<file path="src/rtl/ekn_pkg.sv">
// ----------------------------------------------------------------------------
// ekn_pkg
// Shared types, register indexes and codes of the encoder knob selector.
// ----------------------------------------------------------------------------
package ekn_pkg;

	localparam int TIME_BITS = 32;
	localparam int CFG_IDX_BITS = 3;
	localparam int CFG_DATA_BITS = 16;

	// register indexes on the configuration port
	localparam logic [CFG_IDX_BITS-1:0] REG_MODE_HOLD    = 3'd0;
	localparam logic [CFG_IDX_BITS-1:0] REG_STATION_STEP = 3'd1;
	localparam logic [CFG_IDX_BITS-1:0] REG_VOLUME_STEP  = 3'd2;
	localparam logic [CFG_IDX_BITS-1:0] REG_SETTLE       = 3'd3;
	localparam logic [CFG_IDX_BITS-1:0] REG_BLINK        = 3'd4;
	localparam logic [CFG_IDX_BITS-1:0] REG_STATION_CNT  = 3'd5;
	localparam logic [CFG_IDX_BITS-1:0] REG_LED_MODE     = 3'd6;

	// encoder step codes
	localparam logic [1:0] STEP_INC = 2'd1;
	localparam logic [1:0] STEP_DEC = 2'd2;

	// LED modes
	localparam logic [3:0] LED_GREEN       = 4'd1;
	localparam logic [3:0] LED_RED         = 4'd2;
	localparam logic [3:0] LED_ORANGE      = 4'd3;
	localparam logic [3:0] LED_GREEN_BLINK = 4'd4;
	localparam logic [3:0] LED_RED_BLINK   = 4'd5;
	localparam logic [3:0] LED_ORANGE_BLNK = 4'd6;
	localparam logic [3:0] LED_G_ON_R_BLNK = 4'd7;
	localparam logic [3:0] LED_R_ON_G_BLNK = 4'd8;

	localparam logic MODE_STATION = 1'b0;
	localparam logic MODE_VOLUME  = 1'b1;

	typedef struct packed {
		logic [15:0] mode_hold_ms;
		logic [15:0] station_step_ms;
		logic [15:0] volume_step_ms;
		logic [15:0] settle_ms;
		logic [15:0] blink_ms;
		logic [8:0]  station_total;
		logic [3:0]  led_mode;
	} cfg_t;

	typedef struct packed {
		logic [TIME_BITS-1:0] now_ms;
		logic                 mode_pressed;
		logic [1:0]           enc_step;
	} item_t;

	typedef struct packed {
		logic       mode_now;
		logic [7:0] station_sel;
		logic [7:0] volume_sel;
		logic       show_station;
		logic       show_volume;
		logic       disconnect_req;
		logic       connect_req;
		logic       volume_apply;
		logic       led_green;
		logic       led_red;
	} res_t;

endpackage

</file>
<file path="src/rtl/ekn_if.sv">
// ----------------------------------------------------------------------------
// ekn_if
// Valid/ready channels for knob items and panel results.
// ----------------------------------------------------------------------------
interface ekn_knob_if;
	logic                          valid;
	logic                          ready;
	logic [ekn_pkg::TIME_BITS-1:0] now_ms;
	logic                          mode_pressed;
	logic [1:0]                    enc_step;

	modport source (output valid, output now_ms, output mode_pressed, output enc_step,
		input ready);
	modport sink (input valid, input now_ms, input mode_pressed, input enc_step,
		output ready);
endinterface

interface ekn_panel_if;
	logic       valid;
	logic       ready;
	logic       mode_now;
	logic [7:0] station_sel;
	logic [7:0] volume_sel;
	logic       show_station;
	logic       show_volume;
	logic       disconnect_req;
	logic       connect_req;
	logic       volume_apply;
	logic       led_green;
	logic       led_red;

	modport source (output valid, output mode_now, output station_sel, output volume_sel,
		output show_station, output show_volume, output disconnect_req,
		output connect_req, output volume_apply, output led_green, output led_red,
		input ready);
	modport sink (input valid, input mode_now, input station_sel, input volume_sel,
		input show_station, input show_volume, input disconnect_req,
		input connect_req, input volume_apply, input led_green, input led_red,
		output ready);
endinterface

</file>
<file path="src/rtl/ekn_cfg.sv">
// ----------------------------------------------------------------------------
// ekn_cfg
// Configuration register file, write only.
// ----------------------------------------------------------------------------
module ekn_cfg (
	input  logic                              clk,
	input  logic                              arst_n,
	input  logic                              cfg_we,
	input  logic [ekn_pkg::CFG_IDX_BITS-1:0]  cfg_index,
	input  logic [ekn_pkg::CFG_DATA_BITS-1:0] cfg_data,
	output ekn_pkg::cfg_t                     cfg
);

	ekn_pkg::cfg_t cfg_q;

	always_ff @(posedge clk or negedge arst_n) begin
		if (!arst_n) begin
			cfg_q.mode_hold_ms    <= 16'd1000;
			cfg_q.station_step_ms <= 16'd100;
			cfg_q.volume_step_ms  <= 16'd10;
			cfg_q.settle_ms       <= 16'd700;
			cfg_q.blink_ms        <= 16'd50;
			cfg_q.station_total   <= 9'd15;
			cfg_q.led_mode        <= 4'd0;
		end else if (cfg_we) begin
			unique case (cfg_index)
				ekn_pkg::REG_MODE_HOLD:    cfg_q.mode_hold_ms    <= cfg_data;
				ekn_pkg::REG_STATION_STEP: cfg_q.station_step_ms <= cfg_data;
				ekn_pkg::REG_VOLUME_STEP:  cfg_q.volume_step_ms  <= cfg_data;
				ekn_pkg::REG_SETTLE:       cfg_q.settle_ms       <= cfg_data;
				ekn_pkg::REG_BLINK:        cfg_q.blink_ms        <= cfg_data;
				ekn_pkg::REG_STATION_CNT:  cfg_q.station_total   <= cfg_data[8:0];
				ekn_pkg::REG_LED_MODE:     cfg_q.led_mode        <= cfg_data[3:0];
				default: ;
			endcase
		end
	end

	assign cfg = cfg_q;

endmodule

</file>
<file path="src/rtl/ekn_core.sv">
// ----------------------------------------------------------------------------
// ekn_core
// Knob state and the one-pass update: mode toggle, step, commit, blink, LEDs.
// ----------------------------------------------------------------------------
module ekn_core (
	input  logic           clk,
	input  logic           arst_n,
	input  ekn_pkg::cfg_t  cfg,
	input  ekn_pkg::item_t item,
	input  logic           upd,
	output ekn_pkg::res_t  res
);

	localparam int TB = ekn_pkg::TIME_BITS;

	logic                mode_q;
	logic [7:0]          work_q;
	logic [7:0]          shown_q;
	logic [7:0]          station_q;
	logic [7:0]          volume_q;
	logic [7:0]          comm_st_q;
	logic [7:0]          comm_vol_q;
	logic [TB-1:0]       btn_time_q;
	logic [TB-1:0]       step_time_q;
	logic [TB-1:0]       blink_time_q;
	logic                phase_q;

	logic                mode_n;
	logic [7:0]          work_n;
	logic [7:0]          shown_n;
	logic [7:0]          station_n;
	logic [7:0]          volume_n;
	logic [7:0]          comm_st_n;
	logic [7:0]          comm_vol_n;
	logic [TB-1:0]       btn_time_n;
	logic [TB-1:0]       step_time_n;
	logic [TB-1:0]       blink_time_n;
	logic                phase_n;

	logic [TB-1:0]       el_btn;
	logic [TB-1:0]       el_step;
	logic [TB-1:0]       el_settle;
	logic [TB-1:0]       el_blink;
	logic [15:0]         gap;
	logic [7:0]          top;
	logic [8:0]          stepped;
	logic                sh_st;
	logic                sh_vol;
	logic                disc;
	logic                conn;
	logic                vapply;
	logic                green;
	logic                red;
	logic                is_step;

	always_comb begin
		mode_n       = mode_q;
		work_n       = work_q;
		shown_n      = shown_q;
		station_n    = station_q;
		volume_n     = volume_q;
		comm_st_n    = comm_st_q;
		comm_vol_n   = comm_vol_q;
		btn_time_n   = btn_time_q;
		step_time_n  = step_time_q;
		blink_time_n = blink_time_q;
		phase_n      = phase_q;
		sh_st        = 1'b0;
		sh_vol       = 1'b0;
		disc         = 1'b0;
		conn         = 1'b0;
		vapply       = 1'b0;
		stepped      = 9'd0;

		// mode button
		el_btn = item.now_ms - btn_time_q;
		if (item.mode_pressed && (el_btn > {{(TB-16){1'b0}}, cfg.mode_hold_ms})) begin
			mode_n     = ~mode_q;
			btn_time_n = item.now_ms;
			if (mode_n == ekn_pkg::MODE_STATION) begin
				work_n = station_q;
				sh_st  = 1'b1;
			end else begin
				work_n = volume_q;
				sh_vol = 1'b1;
			end
			shown_n = work_n;
		end

		// upper clamp: station count saturated to 1..256
		if (mode_n == ekn_pkg::MODE_VOLUME) begin
			top = 8'd255;
		end else if (cfg.station_total == 9'd0) begin
			top = 8'd0;
		end else if (cfg.station_total > 9'd256) begin
			top = 8'd255;
		end else begin
			top = 8'(cfg.station_total - 9'd1);
		end

		gap     = (mode_n == ekn_pkg::MODE_STATION) ? cfg.station_step_ms
			: cfg.volume_step_ms;
		is_step = (item.enc_step == ekn_pkg::STEP_INC)
			|| (item.enc_step == ekn_pkg::STEP_DEC);
		el_step = item.now_ms - step_time_q;
		if (is_step && (el_step >= {{(TB-16){1'b0}}, gap})) begin
			if (item.enc_step == ekn_pkg::STEP_INC) begin
				stepped = {1'b0, work_n} + 9'd1;
			end else if (work_n == 8'd0) begin
				stepped = 9'd0;
			end else begin
				stepped = {1'b0, work_n} - 9'd1;
			end
			if (stepped >= {1'b0, top}) begin
				stepped = {1'b0, top};
			end
			work_n = stepped[7:0];
			if (work_n != shown_n) begin
				if (mode_n == ekn_pkg::MODE_STATION) begin
					disc      = 1'b1;
					station_n = work_n;
					sh_st     = 1'b1;
				end else begin
					volume_n = work_n;
					sh_vol   = 1'b1;
				end
				shown_n = work_n;
			end
			step_time_n = item.now_ms;
		end

		// commit after the settle time, measured from the updated step time
		el_settle = item.now_ms - step_time_n;
		if (el_settle >= {{(TB-16){1'b0}}, cfg.settle_ms}) begin
			if (station_n != comm_st_q) begin
				comm_st_n = station_n;
				conn      = 1'b1;
			end
			if (volume_n != comm_vol_q) begin
				comm_vol_n = volume_n;
				vapply     = 1'b1;
			end
		end

		el_blink = item.now_ms - blink_time_q;
		if (el_blink >= {{(TB-16){1'b0}}, cfg.blink_ms}) begin
			phase_n      = ~phase_q;
			blink_time_n = item.now_ms;
		end

		green = 1'b0;
		red   = 1'b0;
		unique case (cfg.led_mode)
			ekn_pkg::LED_GREEN:       green = 1'b1;
			ekn_pkg::LED_RED:         red = 1'b1;
			ekn_pkg::LED_ORANGE: begin
				green = 1'b1;
				red   = 1'b1;
			end
			ekn_pkg::LED_GREEN_BLINK: green = phase_n;
			ekn_pkg::LED_RED_BLINK:   red = phase_n;
			ekn_pkg::LED_ORANGE_BLNK: begin
				green = phase_n;
				red   = phase_n;
			end
			ekn_pkg::LED_G_ON_R_BLNK: begin
				green = 1'b1;
				red   = phase_n;
			end
			ekn_pkg::LED_R_ON_G_BLNK: begin
				green = phase_n;
				red   = 1'b1;
			end
			default: ;
		endcase

		res.mode_now       = mode_n;
		res.station_sel    = station_n;
		res.volume_sel     = volume_n;
		res.show_station   = sh_st;
		res.show_volume    = sh_vol;
		res.disconnect_req = disc;
		res.connect_req    = conn;
		res.volume_apply   = vapply;
		res.led_green      = green;
		res.led_red        = red;
	end

	always_ff @(posedge clk or negedge arst_n) begin
		if (!arst_n) begin
			mode_q       <= ekn_pkg::MODE_STATION;
			work_q       <= '0;
			shown_q      <= '0;
			station_q    <= '0;
			volume_q     <= '0;
			comm_st_q    <= '0;
			comm_vol_q   <= '0;
			btn_time_q   <= '0;
			step_time_q  <= '0;
			blink_time_q <= '0;
			phase_q      <= 1'b0;
		end else if (upd) begin
			mode_q       <= mode_n;
			work_q       <= work_n;
			shown_q      <= shown_n;
			station_q    <= station_n;
			volume_q     <= volume_n;
			comm_st_q    <= comm_st_n;
			comm_vol_q   <= comm_vol_n;
			btn_time_q   <= btn_time_n;
			step_time_q  <= step_time_n;
			blink_time_q <= blink_time_n;
			phase_q      <= phase_n;
		end
	end

endmodule

</file>
<file path="src/rtl/encoder_knob_selector.sv">
// ----------------------------------------------------------------------------
// encoder_knob_selector
// Two-mode front-panel knob controller: station / volume selection.
// ----------------------------------------------------------------------------
// Each knob item is one loop pass (timestamp, button level, encoder step) and
// yields exactly one panel result. An item is registered on input, evaluated
// combinationally against the knob state, and its result is registered on
// output; one item is taken every cycle while the panel output does not
// stall. The input side keeps accepting while a result waits at the output
// as long as the input register is empty.
// Configuration writes take effect on the next cycle and are meant for idle.
module encoder_knob_selector (
	input  logic                              clk,
	input  logic                              arst_n,
	input  logic                              cfg_we,
	input  logic [ekn_pkg::CFG_IDX_BITS-1:0]  cfg_index,
	input  logic [ekn_pkg::CFG_DATA_BITS-1:0] cfg_data,
	ekn_knob_if.sink                          knob,
	ekn_panel_if.source                       panel
);

	ekn_pkg::cfg_t  cfg;
	ekn_pkg::item_t item_s1;
	ekn_pkg::res_t  res;
	ekn_pkg::res_t  res_s2;
	logic           valid_s1;
	logic           valid_s2;
	logic           adv_s1;

	ekn_cfg u_cfg (
		.clk       (clk),
		.arst_n    (arst_n),
		.cfg_we    (cfg_we),
		.cfg_index (cfg_index),
		.cfg_data  (cfg_data),
		.cfg       (cfg)
	);

	assign adv_s1     = valid_s1 && (!valid_s2 || panel.ready);
	assign knob.ready = !valid_s1 || adv_s1;

	always_ff @(posedge clk or negedge arst_n) begin
		if (!arst_n) begin
			valid_s1 <= 1'b0;
		end else if (knob.ready) begin
			valid_s1 <= knob.valid;
		end
	end

	always_ff @(posedge clk) begin
		if (knob.valid && knob.ready) begin
			item_s1.now_ms       <= knob.now_ms;
			item_s1.mode_pressed <= knob.mode_pressed;
			item_s1.enc_step     <= knob.enc_step;
		end
	end

	ekn_core u_core (
		.clk    (clk),
		.arst_n (arst_n),
		.cfg    (cfg),
		.item   (item_s1),
		.upd    (adv_s1),
		.res    (res)
	);

	always_ff @(posedge clk or negedge arst_n) begin
		if (!arst_n) begin
			valid_s2 <= 1'b0;
		end else if (adv_s1) begin
			valid_s2 <= 1'b1;
		end else if (panel.ready) begin
			valid_s2 <= 1'b0;
		end
	end

	always_ff @(posedge clk) begin
		if (adv_s1) begin
			res_s2 <= res;
		end
	end

	assign panel.valid          = valid_s2;
	assign panel.mode_now       = res_s2.mode_now;
	assign panel.station_sel    = res_s2.station_sel;
	assign panel.volume_sel     = res_s2.volume_sel;
	assign panel.show_station   = res_s2.show_station;
	assign panel.show_volume    = res_s2.show_volume;
	assign panel.disconnect_req = res_s2.disconnect_req;
	assign panel.connect_req    = res_s2.connect_req;
	assign panel.volume_apply   = res_s2.volume_apply;
	assign panel.led_green      = res_s2.led_green;
	assign panel.led_red        = res_s2.led_red;

	a_show_st_mode: assert property (@(posedge clk) disable iff (!arst_n)
		(panel.valid && panel.show_station) |-> (panel.mode_now == ekn_pkg::MODE_STATION))
		else $error("station shown outside station mode");

	a_show_vol_mode: assert property (@(posedge clk) disable iff (!arst_n)
		(panel.valid && panel.show_volume) |-> (panel.mode_now == ekn_pkg::MODE_VOLUME))
		else $error("volume shown outside volume mode");

	a_disc_shows: assert property (@(posedge clk) disable iff (!arst_n)
		(panel.valid && panel.disconnect_req) |-> panel.show_station)
		else $error("disconnect without station display");

	a_ready_empty: assert property (@(posedge clk) disable iff (!arst_n)
		!valid_s2 |-> knob.ready)
		else $error("input stalled with empty result register");

endmodule

</file>
<file path="src/flat_wrapper.sv">
// flat-port wrapper written by rule: the top's interface ports become plain ports
module encoder_knob_selector_flat 
  (clk, arst_n, cfg_we, cfg_index, cfg_data, knob_valid, knob_now_ms, knob_mode_pressed, knob_enc_step, knob_ready, panel_valid, panel_mode_now, panel_station_sel, panel_volume_sel, panel_show_station, panel_show_volume, panel_disconnect_req, panel_connect_req, panel_volume_apply, panel_led_green, panel_led_red, panel_ready);
  ekn_knob_if knob_i ();
  ekn_panel_if panel_i ();
  input  logic clk;
  input  logic arst_n;
  input  logic cfg_we;
  input  logic [ekn_pkg::CFG_IDX_BITS-1:0] cfg_index;
  input  logic [ekn_pkg::CFG_DATA_BITS-1:0] cfg_data;
  input wire logic [$bits(knob_i.valid)-1:0] knob_valid;
  input wire logic [$bits(knob_i.now_ms)-1:0] knob_now_ms;
  input wire logic [$bits(knob_i.mode_pressed)-1:0] knob_mode_pressed;
  input wire logic [$bits(knob_i.enc_step)-1:0] knob_enc_step;
  output wire logic [$bits(knob_i.ready)-1:0] knob_ready;
  output wire logic [$bits(panel_i.valid)-1:0] panel_valid;
  output wire logic [$bits(panel_i.mode_now)-1:0] panel_mode_now;
  output wire logic [$bits(panel_i.station_sel)-1:0] panel_station_sel;
  output wire logic [$bits(panel_i.volume_sel)-1:0] panel_volume_sel;
  output wire logic [$bits(panel_i.show_station)-1:0] panel_show_station;
  output wire logic [$bits(panel_i.show_volume)-1:0] panel_show_volume;
  output wire logic [$bits(panel_i.disconnect_req)-1:0] panel_disconnect_req;
  output wire logic [$bits(panel_i.connect_req)-1:0] panel_connect_req;
  output wire logic [$bits(panel_i.volume_apply)-1:0] panel_volume_apply;
  output wire logic [$bits(panel_i.led_green)-1:0] panel_led_green;
  output wire logic [$bits(panel_i.led_red)-1:0] panel_led_red;
  input wire logic [$bits(panel_i.ready)-1:0] panel_ready;
  assign knob_i.valid = knob_valid;
  assign knob_i.now_ms = knob_now_ms;
  assign knob_i.mode_pressed = knob_mode_pressed;
  assign knob_i.enc_step = knob_enc_step;
  assign knob_ready = knob_i.ready;
  assign panel_valid = panel_i.valid;
  assign panel_mode_now = panel_i.mode_now;
  assign panel_station_sel = panel_i.station_sel;
  assign panel_volume_sel = panel_i.volume_sel;
  assign panel_show_station = panel_i.show_station;
  assign panel_show_volume = panel_i.show_volume;
  assign panel_disconnect_req = panel_i.disconnect_req;
  assign panel_connect_req = panel_i.connect_req;
  assign panel_volume_apply = panel_i.volume_apply;
  assign panel_led_green = panel_i.led_green;
  assign panel_led_red = panel_i.led_red;
  assign panel_i.ready = panel_ready;
  encoder_knob_selector u_core (.clk(clk), .arst_n(arst_n), .cfg_we(cfg_we), .cfg_index(cfg_index), .cfg_data(cfg_data), .knob(knob_i), .panel(panel_i));
endmodule
</file>
<file path="config.mk">
export PLATFORM = sky130hd
export DESIGN_NAME = encoder_knob_selector_flat
export DESIGN_NICKNAME = d
export VERILOG_FILES = /design/src/rtl/ekn_pkg.sv /design/src/rtl/ekn_if.sv /design/src/rtl/ekn_cfg.sv /design/src/rtl/ekn_core.sv /design/src/rtl/encoder_knob_selector.sv /design/src/flat_wrapper.sv
export SDC_FILE = /design/constraint.sdc
export NUM_CORES = 1
export LEC_CHECK = 0
export CAP_MARGIN = 10
export CORE_MARGIN = 2
export CORE_UTILIZATION = 32
export DETAILED_ROUTE_END_ITERATION = 6
export DONT_BUFFER_PORTS = 1
export PLACE_DENSITY = 0.47
export SYNTH_ARGS = -nofsm -noshare
export SYNTH_HDL_FRONTEND = slang
export SYNTH_SLANG_ARGS = --single-unit
</file>
<file path="constraint.sdc">
create_clock -name clk -period 22.3 [get_ports clk]
set_clock_uncertainty 0.1 [all_clocks]
set_input_delay 4.46 -clock clk [delete_from_list [all_inputs] [get_ports clk]]
set_output_delay 4.46 -clock clk [all_outputs]
set_load 0.02 [all_outputs]
</file>
==> metrics.md <==
| Metric | Value |
|---|---|
| Cts repair resizes | `0` |
| Commonest non-fill, non-tap cell in the layout | `nand2_1` |
| CP arrival | `15990 ps` |
| Post-synthesis sequential area ratio | `33.99%` |
| Top FF cell, synth | `dfrtp_1` |
| GR Util All Layers | `18.85%` |
| Post-DRT Antenna Nets | `0` |
| Vias per Instance | `5.343` |
| Routability cong. | `0.8954` |
| Final setup vio count | `0` |
| Cell count after synthesis | `2572` |
| Final routed DRC violation total | `0` |
| TritonCTS buffer count | `39` |
| CP required | `22650 ps` |
| Die height | `272.3 um` |
| Area growth syn-to-layout | `10.23%` |
| Clock latency on the worst-skew pair | `580 ps` |
| Nets@finish | `2815` |
| Yosys reg bits | `300` |
| I/O pins | `85` |
| Crit-path max FO | `33` |
| Crit share post-route | `70.11%` |
| Die area | `74170 um^2` |
| Total number of vias | `18876` |
| Worst-path clk slew | `60 ps` |
| Commonest cells after routing, fill and taps aside | `nand2_1 (287), o21ai_0 (220), dfrtp_1 (217)` |
| Crit start category | `flip-flop` |
| Fmax | `0.06396 GHz` |
| Post-Syn Area | `23040 um^2` |
| Placed instance count | `3460` |
| CTS Sinks | `300` |
| CTS tree | `yes` |
| Initial antenna violation count | `8` |
| First-pass GRT wire length | `110300 um` |
| DR pass1 iterations | `5` |
| H-Tree Depth | `2` |
| Setup TNS | `0 ps` |
| EDFF count, synth | `59` |
| Largest net degree at the start of global routing | `242` |
| CTS root buf | `clkbuf_16` |
| Syn. warnings | `0` |
| Worst-margin pin slew | `1094 ps` |
| Maximum clock path buffer count | `3` |
| Worst vdd ir | `60.66 uV` |
| HP Class | `flip-flop to flip-flop` |
| Port buffer count | `0` |
| Kind of critical path | `flip-flop to flip-flop` |
| Placed wire-length estimate | `53250 um` |
| Mapped Avg Cell Area | `8.959 um^2` |
| Crit-path most repeated cell | `ha_1` |
| Final cell count without fillers | `3533` |
| Post-DP Area | `24130 um^2` |
| Core Region | `71360 um^2` |
| Post-synthesis net count | `2836` |
| Ys async rst share | `80.33%` |
| Grt total ovfl | `0` |
| Final instance area | `25400 um^2` |
| Layout fillers | `7330` |
| Count of max-cap constraint violations | `0` |
| Pwr dens | `119.9 nW/um^2` |
| Unique masters post-synth | `95` |
| DRT iter0 DRCs | `994` |
| Post-layout minimum cycle time | `15630 ps` |
| Pins Over Slew Limit | `0` |
| Postcts setup bufs | `0` |
| Vias in the first global route | `19352` |
| DRT Wirelength | `70140 um` |
| Worst rel slew slack | `26.69%` |
| Die width | `272.3 um` |
| WHS | `388.3 ps` |
| CP peak stage delay | `570 ps` |
| Slowest cell on crit path | `edfxtp_1` |
| Row count | `98` |
| Hold_buf cts | `0` |
| Wire per inst | `19.85 um` |
| Outcome | `finished clean` |
| Setup crit end kind | `flip-flop` |
| Unrepaired setup endpoints after global routing | `no` |
| Fin. Hold Viols | `0` |
| Leakage | `11.03 nW` |
| Layout cells sized above 1 | `11.23%` |
| Initial Util | `32.29%` |
power by group:
| group | internal (W) | switching (W) |
|---|---|---|
| Sequential | 0.000713 | 0.000136 |
| Combinational | 0.000646 | 0.000927 |
| Clock | 0.000357 | 0.000268 |
| Total | 0.00172 | 0.00133 |
path summary, 6_finish.rpt:
kind                                              start  slack [ps]  depth (start not counted)                              to
hold / removal             u_core.u_core.btn_time_q[11]         390                          2    u_core.u_core.btn_time_q[11]
hold reg to reg            u_core.u_core.btn_time_q[11]         390                          2    u_core.u_core.btn_time_q[11]
min in group asynchronous                        arst_n        3510                          0         u_core.u_core.work_q[6]
setup / recovery                      u_core.item_s1[4]        6670                         65      u_core.u_core.comm_st_q[7]
setup reg to reg                      u_core.item_s1[4]        6670                         65      u_core.u_core.comm_st_q[7]
max in group asynchronous                        arst_n       18030                          0  u_core.u_core.blink_time_q[27]
Yosys cell counts, drive strengths merged (18+ instances only):
| library cell | n | share of area, % |
|---|---|---|
| a21oi | 163 | 3.6 |
| nor4 | 18 | 0.54 |
| nand2 | 287 | 4.7 |
| clkbuf | 78 | 1.3 |
| xor2 | 56 | 2.1 |
| nor3 | 42 | 0.91 |
| inv | 210 | 3.4 |
| o21ai | 233 | 5.1 |
| xnor2 | 79 | 3.0 |
| dfrtp | 217 | 24 |
| dfstp | 24 | 2.7 |
| nand4 | 29 | 0.79 |
| o21a | 41 | 1.3 |
| mux2i | 74 | 3.3 |
| a211oi | 21 | 0.68 |
| a21o | 62 | 2.0 |
| mux2 | 129 | 6.5 |
| edfxtp | 59 | 7.7 |
| a31oi | 20 | 0.54 |
| nor2 | 141 | 2.3 |
| nor2b | 24 | 0.65 |
| buf | 19 | 0.49 |
| nand2b | 43 | 1.2 |
| nand3 | 35 | 0.81 |
| ha | 201 | 11 |
registers in the layout, indices dropped and copies added (netlist names), 8 cells and up:
signal,flops
u_core.item_s1,35
u_core.panel.station_sel,8
u_core.panel.volume_sel,8
u_core.u_cfg.cfg,93
u_core.u_core.blink_time_q,32
u_core.u_core.btn_time_q,32
u_core.u_core.comm_st_q,8
u_core.u_core.comm_vol_q,8
u_core.u_core.shown_q,8
u_core.u_core.station_q,8
u_core.u_core.step_time_q,32
u_core.u_core.volume_q,8
u_core.u_core.work_q,8
final cells by class:
class                           count  area [um^2]  area share [%]
Antenna cell                        1        2.502        0.009852
Clock buffer                       55         1127           4.438
Clock inverter                     17        143.9          0.5665
Inverter                          210        788.3           3.103
Multi-Input combinational cell   1965        14050           55.33
Sequential cell                   300         7833           30.84
Tap cell                          950         1189           4.680
Timing Repair Buffer               35        262.8           1.034
critical path, delay by kind of cell (launching register included):
kind                       cells  cell delay [ps]
adders and majority gates      7             1880
AOI/OAI and AO/OA             30             7090
xor gates and xnor gates       2              300
and+or+nand+nor               20             3850
buffers and inverters          4             1060
muxes                          2              630
DFF                            1              570
cells by family after synthesis:
logic type      synth area share, %
fa+ha+maj                     11.30
compound gates                19.89
xor+xnor                      5.131
mux                           9.882
buf+inv                       5.180
flops                         33.99
simple gates                  14.62
per-stage QoR:
step | power [W] | utilization (%) | setup slack (ps)
after global routing | 0.003294 | 35.59 | 5230
final | 0.003046 | 35.59 | 6666
after detailed placement | 0.002428 | 33.81 | 6665
after global placement | 0.002410 | 33.81 | 7060
after floorplan | 0.001984 | - | 8094
after CTS | 0.003081 | 35.59 | 6595
metal layers:
layer	vias to the layer above	wire, um	GRT usage (%)
met1	9189	31430	23.97
met2	348	34420	33.63
li1	9246	-	-
met4	4	1390	4.439
met3	89	2870	2.583
met5	-	27	0
Power figures use the tool's default switching activity.
